$ cat config.mk
export PLATFORM = sky130hd
export DESIGN_NAME = byte_limited_fifo_with_ecn
export DESIGN_NICKNAME = d
export VERILOG_FILES = /design/src/blfe_pkg.sv /design/src/byte_limited_fifo_with_ecn.sv /design/src/blfe_front.sv /design/src/blfe_res_fifo.sv /design/src/blfe_back.sv
export SDC_FILE = /design/constraint.sdc
export NUM_CORES = 2
export LEC_CHECK = 0
export ABC_AREA = 1
export BUFFER_PORTS_ARGS = -buffer_cell sky130_fd_sc_hd__buf_2
export CORE_ASPECT_RATIO = 2
export CORE_MARGIN = 1
export CORE_UTILIZATION = 30
export CTS_BUF_LIST = sky130_fd_sc_hd__clkbuf_8
export CTS_CLUSTER_SIZE = 16
export DETAILED_ROUTE_END_ITERATION = 8
export GPL_ROUTABILITY_DRIVEN = 0
export PLACE_DENSITY = 0.54
export SKIP_CTS_REPAIR_TIMING = 1
export SKIP_LAST_GASP = 1
export SYNTH_ARGS = -nofsm -noshare
export SYNTH_HDL_FRONTEND = slang
export SYNTH_SLANG_ARGS = --single-unit
$ cat constraint.sdc
create_clock -name clk_i -period 9.25 [get_ports clk_i]
set_clock_uncertainty 0.05 [all_clocks]
set_input_delay 1.85 -clock clk_i [delete_from_list [all_inputs] [get_ports clk_i]]
set_output_delay 1.85 -clock clk_i [all_outputs]
set_load 0.02 [all_outputs]
$ cat src/blfe_pkg.sv
// Shared types, constants and register codes of the byte-limited FIFO with ECN marking.
`default_nettype none
package blfe_pkg;

  localparam int unsigned ID_W     = 16;
  localparam int unsigned SIZE_W   = 14;
  localparam int unsigned BYTES_W  = 20;
  localparam int unsigned TPB_W    = 8;
  localparam int unsigned TIMER_W  = 24;
  localparam int unsigned PROD_W   = SIZE_W + TPB_W;
  localparam int unsigned CFG_W    = 20;
  localparam int unsigned CFG_IDX_W = 2;

  localparam int unsigned DEFAULT_QUEUE_DEPTH = 64;

  localparam int unsigned FQ_PTR_W = 1;
  localparam int unsigned FQ_CNT_W = 2;
  localparam logic [FQ_CNT_W-1:0] FQ_DEPTH = 2'd2;

  localparam logic [CFG_IDX_W-1:0] CFG_MAX_BYTES      = 2'd0;
  localparam logic [CFG_IDX_W-1:0] CFG_ECN_THRESHOLD  = 2'd1;
  localparam logic [CFG_IDX_W-1:0] CFG_ECN_ENABLE     = 2'd2;
  localparam logic [CFG_IDX_W-1:0] CFG_TICKS_PER_BYTE = 2'd3;

  localparam logic [BYTES_W-1:0] RST_MAX_BYTES      = 20'd1048575;
  localparam logic [BYTES_W-1:0] RST_ECN_THRESHOLD  = 20'd65536;
  localparam logic [TPB_W-1:0]   RST_TICKS_PER_BYTE = 8'd1;

  typedef enum logic {
    CMD_ARRIVAL = 1'b0,
    CMD_TICK    = 1'b1
  } cmd_e;

  typedef enum logic [1:0] {
    EV_ACCEPTED = 2'd0,
    EV_DROPPED  = 2'd1,
    EV_DEPARTED = 2'd2
  } kind_e;

  typedef enum logic {
    ST_RUN  = 1'b0,
    ST_LOAD = 1'b1
  } back_state_e;

  typedef struct packed {
    logic              cmd;
    logic [ID_W-1:0]   pkt_id;
    logic [SIZE_W-1:0] pkt_size;
  } in_item_t;

  typedef struct packed {
    cmd_e              cmd;
    logic [ID_W-1:0]   id;
    logic [SIZE_W-1:0] size;
  } front_item_t;

  typedef struct packed {
    logic [ID_W-1:0]   id;
    logic [SIZE_W-1:0] size;
  } desc_t;

  typedef struct packed {
    kind_e              event_kind;
    logic [ID_W-1:0]    out_id;
    logic [SIZE_W-1:0]  out_size;
    logic               ecn_mark;
    logic [BYTES_W-1:0] queued_bytes;
  } res_item_t;

  typedef struct packed {
    logic [BYTES_W-1:0] max_bytes;
    logic [BYTES_W-1:0] ecn_threshold;
    logic               ecn_enable;
    logic [TPB_W-1:0]   ticks_per_byte;
  } cfg_t;

endpackage
`default_nettype wire

$ cat src/byte_limited_fifo_with_ecn.sv
// Top level of the byte-limited packet FIFO with tail drop and ECN marking.
//
// Input items enter through push/full: an item is taken when push is high and full is
// low. An arrival (cmd 0) always yields one result, accepted or dropped; a tick (cmd 1)
// yields a departed result only on the tick that ends the head packet's service.
// Results leave through empty/pop; the oldest result sits on res_item_o while empty
// is low and is taken when pop is high.
// Items are registered in a two-entry input queue that feeds the engine; their results
// are registered in a two-entry result queue that drains it.
// Throughput: one item per cycle while the result queue has room, except that no item
// is taken in ST_LOAD after a departure leaving packets queued, as the next head
// descriptor is read from a registered memory port and its service time computed.
// When the result side stalls, the result queue fills, the engine halts and the input
// queue fills in turn, after which full goes high; nothing is lost. Reset empties
// both queues and the packet store, clears the byte count and loads the configuration
// registers with their defaults; no clearing pass is needed. Configuration writes take
// effect at the next edge; the user makes them only while idle, which is not enforced.
`default_nettype none
module byte_limited_fifo_with_ecn
  import blfe_pkg::*;
#(
  parameter int unsigned QUEUE_DEPTH = DEFAULT_QUEUE_DEPTH
) (
  input  wire logic                  clk_i,
  input  wire logic                  rst_ni,
  input  wire logic                  push,
  output logic                       full,
  input  wire in_item_t              in_item_i,
  output logic                       empty,
  input  wire logic                  pop,
  output res_item_t                  res_item_o,
  input  wire logic                  cfg_we_i,
  input  wire logic [CFG_IDX_W-1:0]  cfg_idx_i,
  input  wire logic [CFG_W-1:0]      cfg_data_i
);

  cfg_t         cfg_q;
  logic         front_valid, front_pop;
  front_item_t  front_item;
  logic         res_full, res_push;
  res_item_t    res_item;

  always_ff @(posedge clk_i or negedge rst_ni) begin
    if (!rst_ni) begin
      cfg_q.max_bytes      <= RST_MAX_BYTES;
      cfg_q.ecn_threshold  <= RST_ECN_THRESHOLD;
      cfg_q.ecn_enable     <= 1'b0;
      cfg_q.ticks_per_byte <= RST_TICKS_PER_BYTE;
    end else if (cfg_we_i) begin
      case (cfg_idx_i)
        CFG_MAX_BYTES:      cfg_q.max_bytes      <= cfg_data_i[BYTES_W-1:0];
        CFG_ECN_THRESHOLD:  cfg_q.ecn_threshold  <= cfg_data_i[BYTES_W-1:0];
        CFG_ECN_ENABLE:     cfg_q.ecn_enable     <= cfg_data_i[0];
        CFG_TICKS_PER_BYTE: cfg_q.ticks_per_byte <= cfg_data_i[TPB_W-1:0];
        default: ;
      endcase
    end
  end

  blfe_front u_front (
    .clk_i   (clk_i),
    .rst_ni  (rst_ni),
    .push_i  (push),
    .item_i  (in_item_i),
    .full_o  (full),
    .valid_o (front_valid),
    .item_o  (front_item),
    .pop_i   (front_pop)
  );

  blfe_back #(
    .QUEUE_DEPTH (QUEUE_DEPTH)
  ) u_back (
    .clk_i        (clk_i),
    .rst_ni       (rst_ni),
    .cfg_i        (cfg_q),
    .item_valid_i (front_valid),
    .item_i       (front_item),
    .item_pop_o   (front_pop),
    .res_full_i   (res_full),
    .res_push_o   (res_push),
    .res_item_o   (res_item)
  );

  blfe_res_fifo u_res_fifo (
    .clk_i   (clk_i),
    .rst_ni  (rst_ni),
    .push_i  (res_push),
    .item_i  (res_item),
    .full_o  (res_full),
    .empty_o (empty),
    .item_o  (res_item_o),
    .pop_i   (pop)
  );

endmodule
`default_nettype wire

$ cat src/blfe_front.sv
// Front end: two-entry input queue that takes items and decodes their command.
`default_nettype none
module blfe_front
  import blfe_pkg::*;
(
  input  wire logic        clk_i,
  input  wire logic        rst_ni,
  input  wire logic        push_i,
  input  wire in_item_t    item_i,
  output logic             full_o,
  output logic             valid_o,
  output front_item_t      item_o,
  input  wire logic        pop_i
);

  in_item_t             slot_q [2];
  logic [FQ_PTR_W-1:0]  wr_ptr_q, wr_ptr_d;
  logic [FQ_PTR_W-1:0]  rd_ptr_q, rd_ptr_d;
  logic [FQ_CNT_W-1:0]  cnt_q, cnt_d;
  logic                 do_push, do_pop;
  in_item_t             head;

  assign full_o  = (cnt_q == FQ_DEPTH);
  assign valid_o = (cnt_q != '0);
  assign do_push = push_i && !full_o;
  assign do_pop  = pop_i && valid_o;
  assign head    = slot_q[rd_ptr_q];

  always_comb begin
    item_o.cmd  = cmd_e'(head.cmd);
    item_o.id   = head.pkt_id;
    item_o.size = head.pkt_size;
  end

  always_comb begin
    wr_ptr_d = do_push ? wr_ptr_q + 1'b1 : wr_ptr_q;
    rd_ptr_d = do_pop ? rd_ptr_q + 1'b1 : rd_ptr_q;
    cnt_d    = cnt_q + FQ_CNT_W'(do_push) - FQ_CNT_W'(do_pop);
  end

  always_ff @(posedge clk_i or negedge rst_ni) begin
    if (!rst_ni) begin
      wr_ptr_q <= '0;
      rd_ptr_q <= '0;
      cnt_q    <= '0;
    end else begin
      wr_ptr_q <= wr_ptr_d;
      rd_ptr_q <= rd_ptr_d;
      cnt_q    <= cnt_d;
    end
  end

  always_ff @(posedge clk_i) begin
    if (do_push) begin
      slot_q[wr_ptr_q] <= item_i;
    end
  end

endmodule
`default_nettype wire

$ cat src/blfe_res_fifo.sv
// Two-entry result queue between the back end and the result ports.
`default_nettype none
module blfe_res_fifo
  import blfe_pkg::*;
(
  input  wire logic       clk_i,
  input  wire logic       rst_ni,
  input  wire logic       push_i,
  input  wire res_item_t  item_i,
  output logic            full_o,
  output logic            empty_o,
  output res_item_t       item_o,
  input  wire logic       pop_i
);

  res_item_t            slot_q [2];
  logic [FQ_PTR_W-1:0]  wr_ptr_q, wr_ptr_d;
  logic [FQ_PTR_W-1:0]  rd_ptr_q, rd_ptr_d;
  logic [FQ_CNT_W-1:0]  cnt_q, cnt_d;
  logic                 do_push, do_pop;

  assign full_o  = (cnt_q == FQ_DEPTH);
  assign empty_o = (cnt_q == '0);
  assign do_push = push_i && !full_o;
  assign do_pop  = pop_i && !empty_o;
  assign item_o  = slot_q[rd_ptr_q];

  always_comb begin
    wr_ptr_d = do_push ? wr_ptr_q + 1'b1 : wr_ptr_q;
    rd_ptr_d = do_pop ? rd_ptr_q + 1'b1 : rd_ptr_q;
    cnt_d    = cnt_q + FQ_CNT_W'(do_push) - FQ_CNT_W'(do_pop);
  end

  always_ff @(posedge clk_i or negedge rst_ni) begin
    if (!rst_ni) begin
      wr_ptr_q <= '0;
      rd_ptr_q <= '0;
      cnt_q    <= '0;
    end else begin
      wr_ptr_q <= wr_ptr_d;
      rd_ptr_q <= rd_ptr_d;
      cnt_q    <= cnt_d;
    end
  end

  always_ff @(posedge clk_i) begin
    if (do_push) begin
      slot_q[wr_ptr_q] <= item_i;
    end
  end

endmodule
`default_nettype wire

$ cat src/blfe_back.sv
// Back end: descriptor store, byte accounting, service timer and departure marking.
`default_nettype none
module blfe_back
  import blfe_pkg::*;
#(
  parameter int unsigned QUEUE_DEPTH = DEFAULT_QUEUE_DEPTH
) (
  input  wire logic         clk_i,
  input  wire logic         rst_ni,
  input  wire cfg_t         cfg_i,
  input  wire logic         item_valid_i,
  input  wire front_item_t  item_i,
  output logic              item_pop_o,
  input  wire logic         res_full_i,
  output logic              res_push_o,
  output res_item_t         res_item_o
);

  localparam int unsigned PTR_W = (QUEUE_DEPTH > 1) ? $clog2(QUEUE_DEPTH) : 1;
  localparam int unsigned CNT_W = $clog2(QUEUE_DEPTH + 1);
  localparam logic [PTR_W-1:0] LAST_SLOT = PTR_W'(QUEUE_DEPTH - 1);
  localparam logic [CNT_W-1:0] FULL_CNT  = CNT_W'(QUEUE_DEPTH);

  function automatic logic [PTR_W-1:0] next_slot(input logic [PTR_W-1:0] p);
    return (p == LAST_SLOT) ? '0 : p + 1'b1;
  endfunction

  desc_t               mem_q [QUEUE_DEPTH];
  desc_t               rd_data_q;
  back_state_e         state_q, state_d;
  logic [PTR_W-1:0]    head_ptr_q, head_ptr_d;
  logic [PTR_W-1:0]    tail_ptr_q, tail_ptr_d;
  logic [CNT_W-1:0]    count_q, count_d;
  logic [BYTES_W-1:0]  bytes_q, bytes_d;
  logic [TIMER_W-1:0]  timer_q, timer_d;
  logic [ID_W-1:0]     head_id_q, head_id_d;
  logic [SIZE_W-1:0]   head_size_q, head_size_d;

  logic                take, is_arrival, fits, due, depart, mem_we, load;
  logic [BYTES_W:0]    sum;
  logic [BYTES_W-1:0]  bytes_left;
  logic [PROD_W-1:0]   prod_arr, prod_load;

  assign take       = (state_q == ST_RUN) && item_valid_i && !res_full_i;
  assign is_arrival = (item_i.cmd == CMD_ARRIVAL);
  assign sum        = {1'b0, bytes_q} + (BYTES_W + 1)'(item_i.size);
  assign fits       = (sum <= {1'b0, cfg_i.max_bytes}) && (count_q != FULL_CNT);
  assign due        = (count_q != '0) && (timer_q < TIMER_W'(2));
  assign depart     = take && !is_arrival && due;
  assign mem_we     = take && is_arrival && fits;
  assign load       = (state_q == ST_LOAD);
  assign bytes_left = (bytes_q >= BYTES_W'(head_size_q)) ?
                      bytes_q - BYTES_W'(head_size_q) : '0;
  assign prod_arr   = PROD_W'(item_i.size) * PROD_W'(cfg_i.ticks_per_byte);
  assign prod_load  = PROD_W'(rd_data_q.size) * PROD_W'(cfg_i.ticks_per_byte);
  assign item_pop_o = take;

  always_comb begin
    state_d = state_q;
    case (state_q)
      ST_RUN:  if (depart && (count_q != CNT_W'(1))) state_d = ST_LOAD;
      ST_LOAD: state_d = ST_RUN;
      default: state_d = ST_RUN;
    endcase
  end

  always_comb begin
    head_ptr_d  = head_ptr_q;
    tail_ptr_d  = tail_ptr_q;
    count_d     = count_q;
    bytes_d     = bytes_q;
    timer_d     = timer_q;
    head_id_d   = head_id_q;
    head_size_d = head_size_q;
    res_push_o  = 1'b0;
    res_item_o.event_kind   = EV_DROPPED;
    res_item_o.out_id       = item_i.id;
    res_item_o.out_size     = item_i.size;
    res_item_o.ecn_mark     = 1'b0;
    res_item_o.queued_bytes = bytes_q;
    if (load) begin
      head_id_d   = rd_data_q.id;
      head_size_d = rd_data_q.size;
      timer_d     = TIMER_W'(prod_load);
    end else if (take && is_arrival) begin
      res_push_o = 1'b1;
      if (fits) begin
        tail_ptr_d = next_slot(tail_ptr_q);
        count_d    = count_q + 1'b1;
        bytes_d    = sum[BYTES_W-1:0];
        res_item_o.event_kind   = EV_ACCEPTED;
        res_item_o.queued_bytes = sum[BYTES_W-1:0];
        if (count_q == '0) begin
          head_id_d   = item_i.id;
          head_size_d = item_i.size;
          timer_d     = TIMER_W'(prod_arr);
        end
      end
    end else if (depart) begin
      res_push_o = 1'b1;
      head_ptr_d = next_slot(head_ptr_q);
      count_d    = count_q - 1'b1;
      bytes_d    = bytes_left;
      timer_d    = '0;
      res_item_o.event_kind   = EV_DEPARTED;
      res_item_o.out_id       = head_id_q;
      res_item_o.out_size     = head_size_q;
      res_item_o.ecn_mark     = cfg_i.ecn_enable && (bytes_left > cfg_i.ecn_threshold);
      res_item_o.queued_bytes = bytes_left;
    end else if (take && (count_q != '0)) begin
      timer_d = timer_q - 1'b1;
    end
  end

  always_ff @(posedge clk_i or negedge rst_ni) begin
    if (!rst_ni) begin
      state_q    <= ST_RUN;
      head_ptr_q <= '0;
      tail_ptr_q <= '0;
      count_q    <= '0;
      bytes_q    <= '0;
      timer_q    <= '0;
    end else begin
      state_q    <= state_d;
      head_ptr_q <= head_ptr_d;
      tail_ptr_q <= tail_ptr_d;
      count_q    <= count_d;
      bytes_q    <= bytes_d;
      timer_q    <= timer_d;
    end
  end

  always_ff @(posedge clk_i) begin
    head_id_q   <= head_id_d;
    head_size_q <= head_size_d;
  end

  always_ff @(posedge clk_i) begin
    if (mem_we) begin
      mem_q[tail_ptr_q] <= '{id: item_i.id, size: item_i.size};
    end
    rd_data_q <= mem_q[next_slot(head_ptr_q)];
  end

  a_count_bound: assert property (@(posedge clk_i) disable iff (!rst_ni)
    count_q <= FULL_CNT) else $error("descriptor count beyond depth");

  a_empty_no_bytes: assert property (@(posedge clk_i) disable iff (!rst_ni)
    (count_q == '0) |-> (bytes_q == '0)) else $error("bytes held with empty queue");

  a_load_once: assert property (@(posedge clk_i) disable iff (!rst_ni)
    (state_q == ST_LOAD) |=> (state_q == ST_RUN)) else $error("head load stuck");

  a_load_nonempty: assert property (@(posedge clk_i) disable iff (!rst_ni)
    (state_q == ST_LOAD) |-> (count_q != '0)) else $error("head load on empty queue");

  a_no_push_full: assert property (@(posedge clk_i) disable iff (!rst_ni)
    res_push_o |-> !res_full_i) else $error("result pushed into full queue");

endmodule
`default_nettype wire
# --- After elaboration in Yosys (flattened, before gate mapping) ---
# Memories as Yosys holds them, arrays and structs flattened. A register that Yosys moved wholly into a read port is not among the register bits.
# Cells that the tools add are included.
# Widths: inputs -> output; s select.
word_totals:
  mem_count: 3
  ramBits: 2088
  output_inout_bits: 55
  elab_cells: 135
  regBits: 151
  inputBits: 58
mem_list:
  columns: ["memory", "words", "word_bits", "read_ports", "rd_clocked_by_memory_dff", "wr", "line", "rtl"]
  rows:
  - ["u_back.mem_q", 64, 30, 1, 1, 1, "blfe_back.sv:28", "desc_t mem_q [QUEUE_DEPTH];"]
  - ["u_res_fifo.slot_q", 2, 53, 1, 0, 1, "blfe_res_fifo.sv:16", "res_item_t slot_q [2];"]
  - ["u_front.slot_q", 2, 31, 1, 0, 1, "blfe_front.sv:16", "in_item_t slot_q [2];"]
classes:
  reduce_logical: 38
  bitwise: 3
  n_mux: 40
  n_addsub: 15
  eq_ne: 12
  magnitude_cmp: 4
  mul: 2
ops:
  columns: ["op", "count"]
  rows:
  - ["$mux 24", 6]
  - ["$mux 53", 2]
  - ["$mux 20", 5]
  - ["$mux 16", 4]
  - ["$mux 14", 4]
  - ["$mul 14x8->22", 2]
  - ["$mux 31", 1]
  - ["$lt 24x2->1 const B", 1]
  - ["$sub 24x1->24 const B", 1]
  - ["$add 20x14->21", 1]
  - ["$le 21x20->1", 1]
  - ["$mux 7", 3]
  - ["$ge 20x14->1", 1]
  - ["$gt 20x20->1", 1]
  - ["$sub 20x14->20", 1]
  - ["$logic_and 1x1->1", 15]
  - ["$reduce_and 3->1", 5]
  - ["$add 6x1->6 const B", 2]
  - ["$eq 6x6->1 const B", 2]
  - ["$mux 6", 2]
  - ["$mux 1", 11]
  - ["$reduce_and 2->1", 5]
  - ["$reduce_bool 2->1", 5]
  - ["$eq 2x2->1 const B", 4]
  - ["19 further kinds", 29]

# --- Depth between registers and ports, before layout ---
logic_depth:
  word_depth: 11
  ltp_mapped: 34
  depth_no_buf: 31

# --- Modules after synthesis ---
# A second synthesis with hierarchy kept.
unflattened:
  cells_unflattened: 9331
  area_unflattened_um2: 102736.0
by_module_without_submodules:
  columns: ["module", "instances", "cells_per_inst", "area_per_inst_um2"]
  rows:
  - ["blfe_back", 1, 8605, 94017.7]
  - ["blfe_res_fifo", 1, 310, 4124.0]
  - ["blfe_front", 1, 195, 2568.7]
  - ["byte_limited_fifo_with_ecn", 1, 221, 2025.7]

# --- Worst setup path after synthesis ---
# Ideal clock, no wire load.
synth_path:
  kind: "reg2reg"
  start: "register u_front.rd_ptr_q"
  end: "memory u_back.mem_q[63][0] (netlist bit) (enable)"
  n_path_buf: 1
  slack_ns: 2.003
  stages_incl_launch_ff: 27
  synth_period_minus_slack_ns: 7.247
  t_arrival_ns: 6.742
  t_required_ns: 8.745
  cell_sequence: "dfrtp_1 clkbuf_2 inv_2 or2_2 o21ai_1 inv_1 ha_1 fa_1 nand3_1 nand2_1 a21boi_0 o21ai_0 nand2_1 nand3_1 xor2_1 ha_1 a21oi_1 nor2_1 a211oi_1 nand2_1 nand2_1 nand2_1 nand2_1 nand2_1 nand2_2 nand4_1 nor3_1"
synth_rtl:
  columns: ["item", "line", "rtl"]
  rows:
  - ["start, declared", "blfe_front.sv:18", "logic [FQ_PTR_W-1:0] rd_ptr_q, rd_ptr_d;"]
  - ["start signal, assigned", "blfe_front.sv:48", "rd_ptr_q <= rd_ptr_d;"]
  - ["end, declared", "blfe_back.sv:28", null]

==> results.cfg <==
[critical_path]
critPathKind = flip-flop to flip-flop
crit_arrival_ns = 9.15
slowest_delay_ns = 0.73
path_buf_inv = 3
cpMaxStageDelayCell = dfrtp_1
crit_top_cell = nand2_1
start_kind = flip-flop
cp_max_fo = 31
required_ns = 9.80
endpoint_kind = flip-flop
crit_family = simple AND/OR/NAND/NOR gates

[power]
power.density_nw_per_um2 = 366
leakage_nw = 40.1
power.total_mw = 41.3
ir_drop_mv = 0.312

[timing]
max_freq_mhz = 116
tightest_slew_ns = 1.21
setup_ws_ns = 0.657
hold_ws_ns = 0.441
slew_headroom_pct = 19.3
rsz0062_at_grt = false
min_period_ns = 8.59
slew_viol_final = 0
finalSetupTns_ns = 0
setup-violations-final = 0
hold_viol_final = 0
post-route-period-util_pct = 92.9

[final_layout]
nets = 9134
drive_above_1_share_pct = 9.83
syn2layout_area_growth_pct = 11.8

[route]
drc = 0
dr.pass1.iters = 8
via_per_inst = 5.21
drt_iter0_markers = 5977
via_count = 69800
drtAntennaViolNets = 0
drt-total-wl_um = 343000
wl_per_cell_um = 25.6

[yosys]
syn_avg_cell_area_um2 = 11.6
ys_ff_latch = 2269
netlist.area_leader.share_pct = 63.1
synthArstFlopShare_pct = 5.33
synth_most_common_cell = edfxtp_1
synth_area_um2 = 101000
synth_area_leaders = edfxtp_1 63%, nor2_1 5.8%, o21ai_0 5.3%
synth-edff-count = 2118
ys_warn_count = 0
synth_cells = 8674
synth_common_cells = 2118 x edfxtp_1, 1548 x nor2_1, 1068 x o21ai_0
yosysSeqAreaShare_pct = 66.7
synthFlopType = edfxtp_1
yosys.area.top_type = edfxtp_1
yosysUniqueCellTypes = 57
syn_nets = 9041

[clocking]
cts_buffer_depth = 4
clkSinkCount = 2269
tritoncts = yes
clkTransAtPathRegs_ns = 0.06
cts_buffers = 321
root_buffer = clkbuf_8
clkLatencyLatePin_ns = 1.01
htreeDepth = 5

[min_path]
hold_class = flip-flop to flip-flop

[global_route]
grt_max_degree = 152
track_usage_pct = 19.7
antenna_found_initial = 17
grt.overflow.total = 0
grt_pass1_vias = 70400
grt_pass1_wl_um = 488000

[floorplanning]
core_um2 = 334000
row_count = 300
initial_utilization_pct = 30.2
die_y_um = 822
die-area_um2 = 339000
die_w_um = 412
io_pins = 113

[run]
drv_cap = 0

[status]
status = finished, final reports clean

[place]
dpl.hpwl_um = 225000
io_buffers = 112
place_ws_ns = 0.900
[metrics by stage]
stage	cell area, µm²	std cells	util, %
CTS	113000	13400	33.8
global placement	107000	12800	32.0
floorplan	101000	8674	-
detailed placement	107000	12800	32.0
global route	113000	13400	33.8
finish	113000	13400	33.8
[per-layer routing]
metal	global-route usage, %	up-vias	part of all wire, %
li1	-	31100	-
met1	19.6	35000	33
met2	36.9	2820	54
met3	2.55	891	5.2
met4	14.7	6	8.3
met5	0	-	0.012
[logic make-up (layout without fill, tap and decap cells)]
group                      Yosys count  in the layout  share of synthesized area [%]
DFF                               2269           2269                           66.7
other                                0             11                              0
xor gates and xnor gates            67             67                          0.582
adders and majority gates          309            309                           4.92
AOI/OAI and AO/OA                 1795           1795                           10.4
buffers and inverters             1002           1347                           4.15
and+or+nand+nor                   3232           3232                           13.2
[path summary, 6_finish.rpt]
check	startpoint	end	slack, ns	depth (start not counted)
hold / removal	cfg_q[16]$_DFFE_PN0P_	cfg_q[16]$_DFFE_PN0P_	0.44	2
setup reg to reg	u_front.rd_ptr_q$_DFFE_PN0P_	u_back.mem_q[40][29]$_DFFE_PP_	0.66	27
hold reg to reg	cfg_q[16]$_DFFE_PN0P_	cfg_q[16]$_DFFE_PN0P_	0.44	2
min in group asynchronous	rst_ni	cfg_q[23]$_DFFE_PN0P_	0.94	1
setup / recovery	u_front.rd_ptr_q$_DFFE_PN0P_	u_back.mem_q[40][29]$_DFFE_PP_	0.66	27
max in group asynchronous	rst_ni	u_res_fifo.rd_ptr_q$_DFFE_PN0P_	6.56	2
[cell type report]
type / count / area, µm²
Clock buffer: 338 / 4650
Fill cell: 33000 / 221000
Sequential cell: 2269 / 67300
Clock inverter: 237 / 1350
Antenna cell: 11 / 27.5
Multi-Input combinational cell: 5403 / 30100
Inverter: 479 / 1820
Timing Repair Buffer: 293 / 2120
Tap cell: 4379 / 5480
[layout by cell type, fill, tap and decap left out, types with 42 or more instances in the layout]
cell,n
edfxtp_1,2118
nor2_1,1489
o21ai_0,1068
nand2_1,907
nand3_1,600
inv_1,551
clkbuf_8,338
o211ai_1,270
o221ai_1,175
buf_4,166
ha_1,162
fa_1,146
a21oi_1,121
buf_2,111
dfrtp_1,98
o21ai_1,77
clkinv_1,71
nor2_4,63
nand4_1,46
xor2_1,42
[worst reg2reg max path, cell delays in order (launching register included)]
cell and delay, ns:
dfrtp_1 0.73, inv_2 0.45, or2_2 0.39, o21ai_1 0.33
inv_2 0.38, fa_1 0.58, nand3_1 0.09, nand2_1 0.10
a21boi_0 0.38, o21ai_0 0.27, nand2_1 0.12, nand3_1 0.19
xor2_1 0.22, ha_1 0.34, a21oi_1 0.16, nor2_1 0.06
a211oi_1 0.21, nand2_1 0.10, nand2_1 0.07, nand2_1 0.05
nand2_1 0.06, nand2_1 0.06, nand2_2 0.34, nand2_4 0.31
nor2_4 0.41, nand2_1 0.63, nor2_4 0.71, buf_4 0.42
[state kept, by name, summed over array words and instances (netlist names), 2 cells and up]
register / cells
u_back.head_id_q: 16
u_back.mem_q: 1920
u_res_fifo.slot_q: 106
u_back.timer_q: 24
u_front.slot_q: 62
u_front.cnt_q: 2
u_back.head_size_q: 14
u_back.rd_data_q: 30
u_back.count_q: 7
u_back.bytes_q: 20
cfg_q: 49
u_res_fifo.cnt_q: 2
u_back.tail_ptr_q: 6
u_back.head_ptr_q: 6
[report_power, final]
group / leakage (nW) / switching [mW] / internal [mW] / total, mW
Sequential: 20.8 / 0.594 / 13.4 / 14.0
Combinational: 15.8 / 14.2 / 5.34 / 19.5
Clock: 3.44 / 3.98 / 3.74 / 7.72
Note: power is estimated with default switching activity, not from simulation.
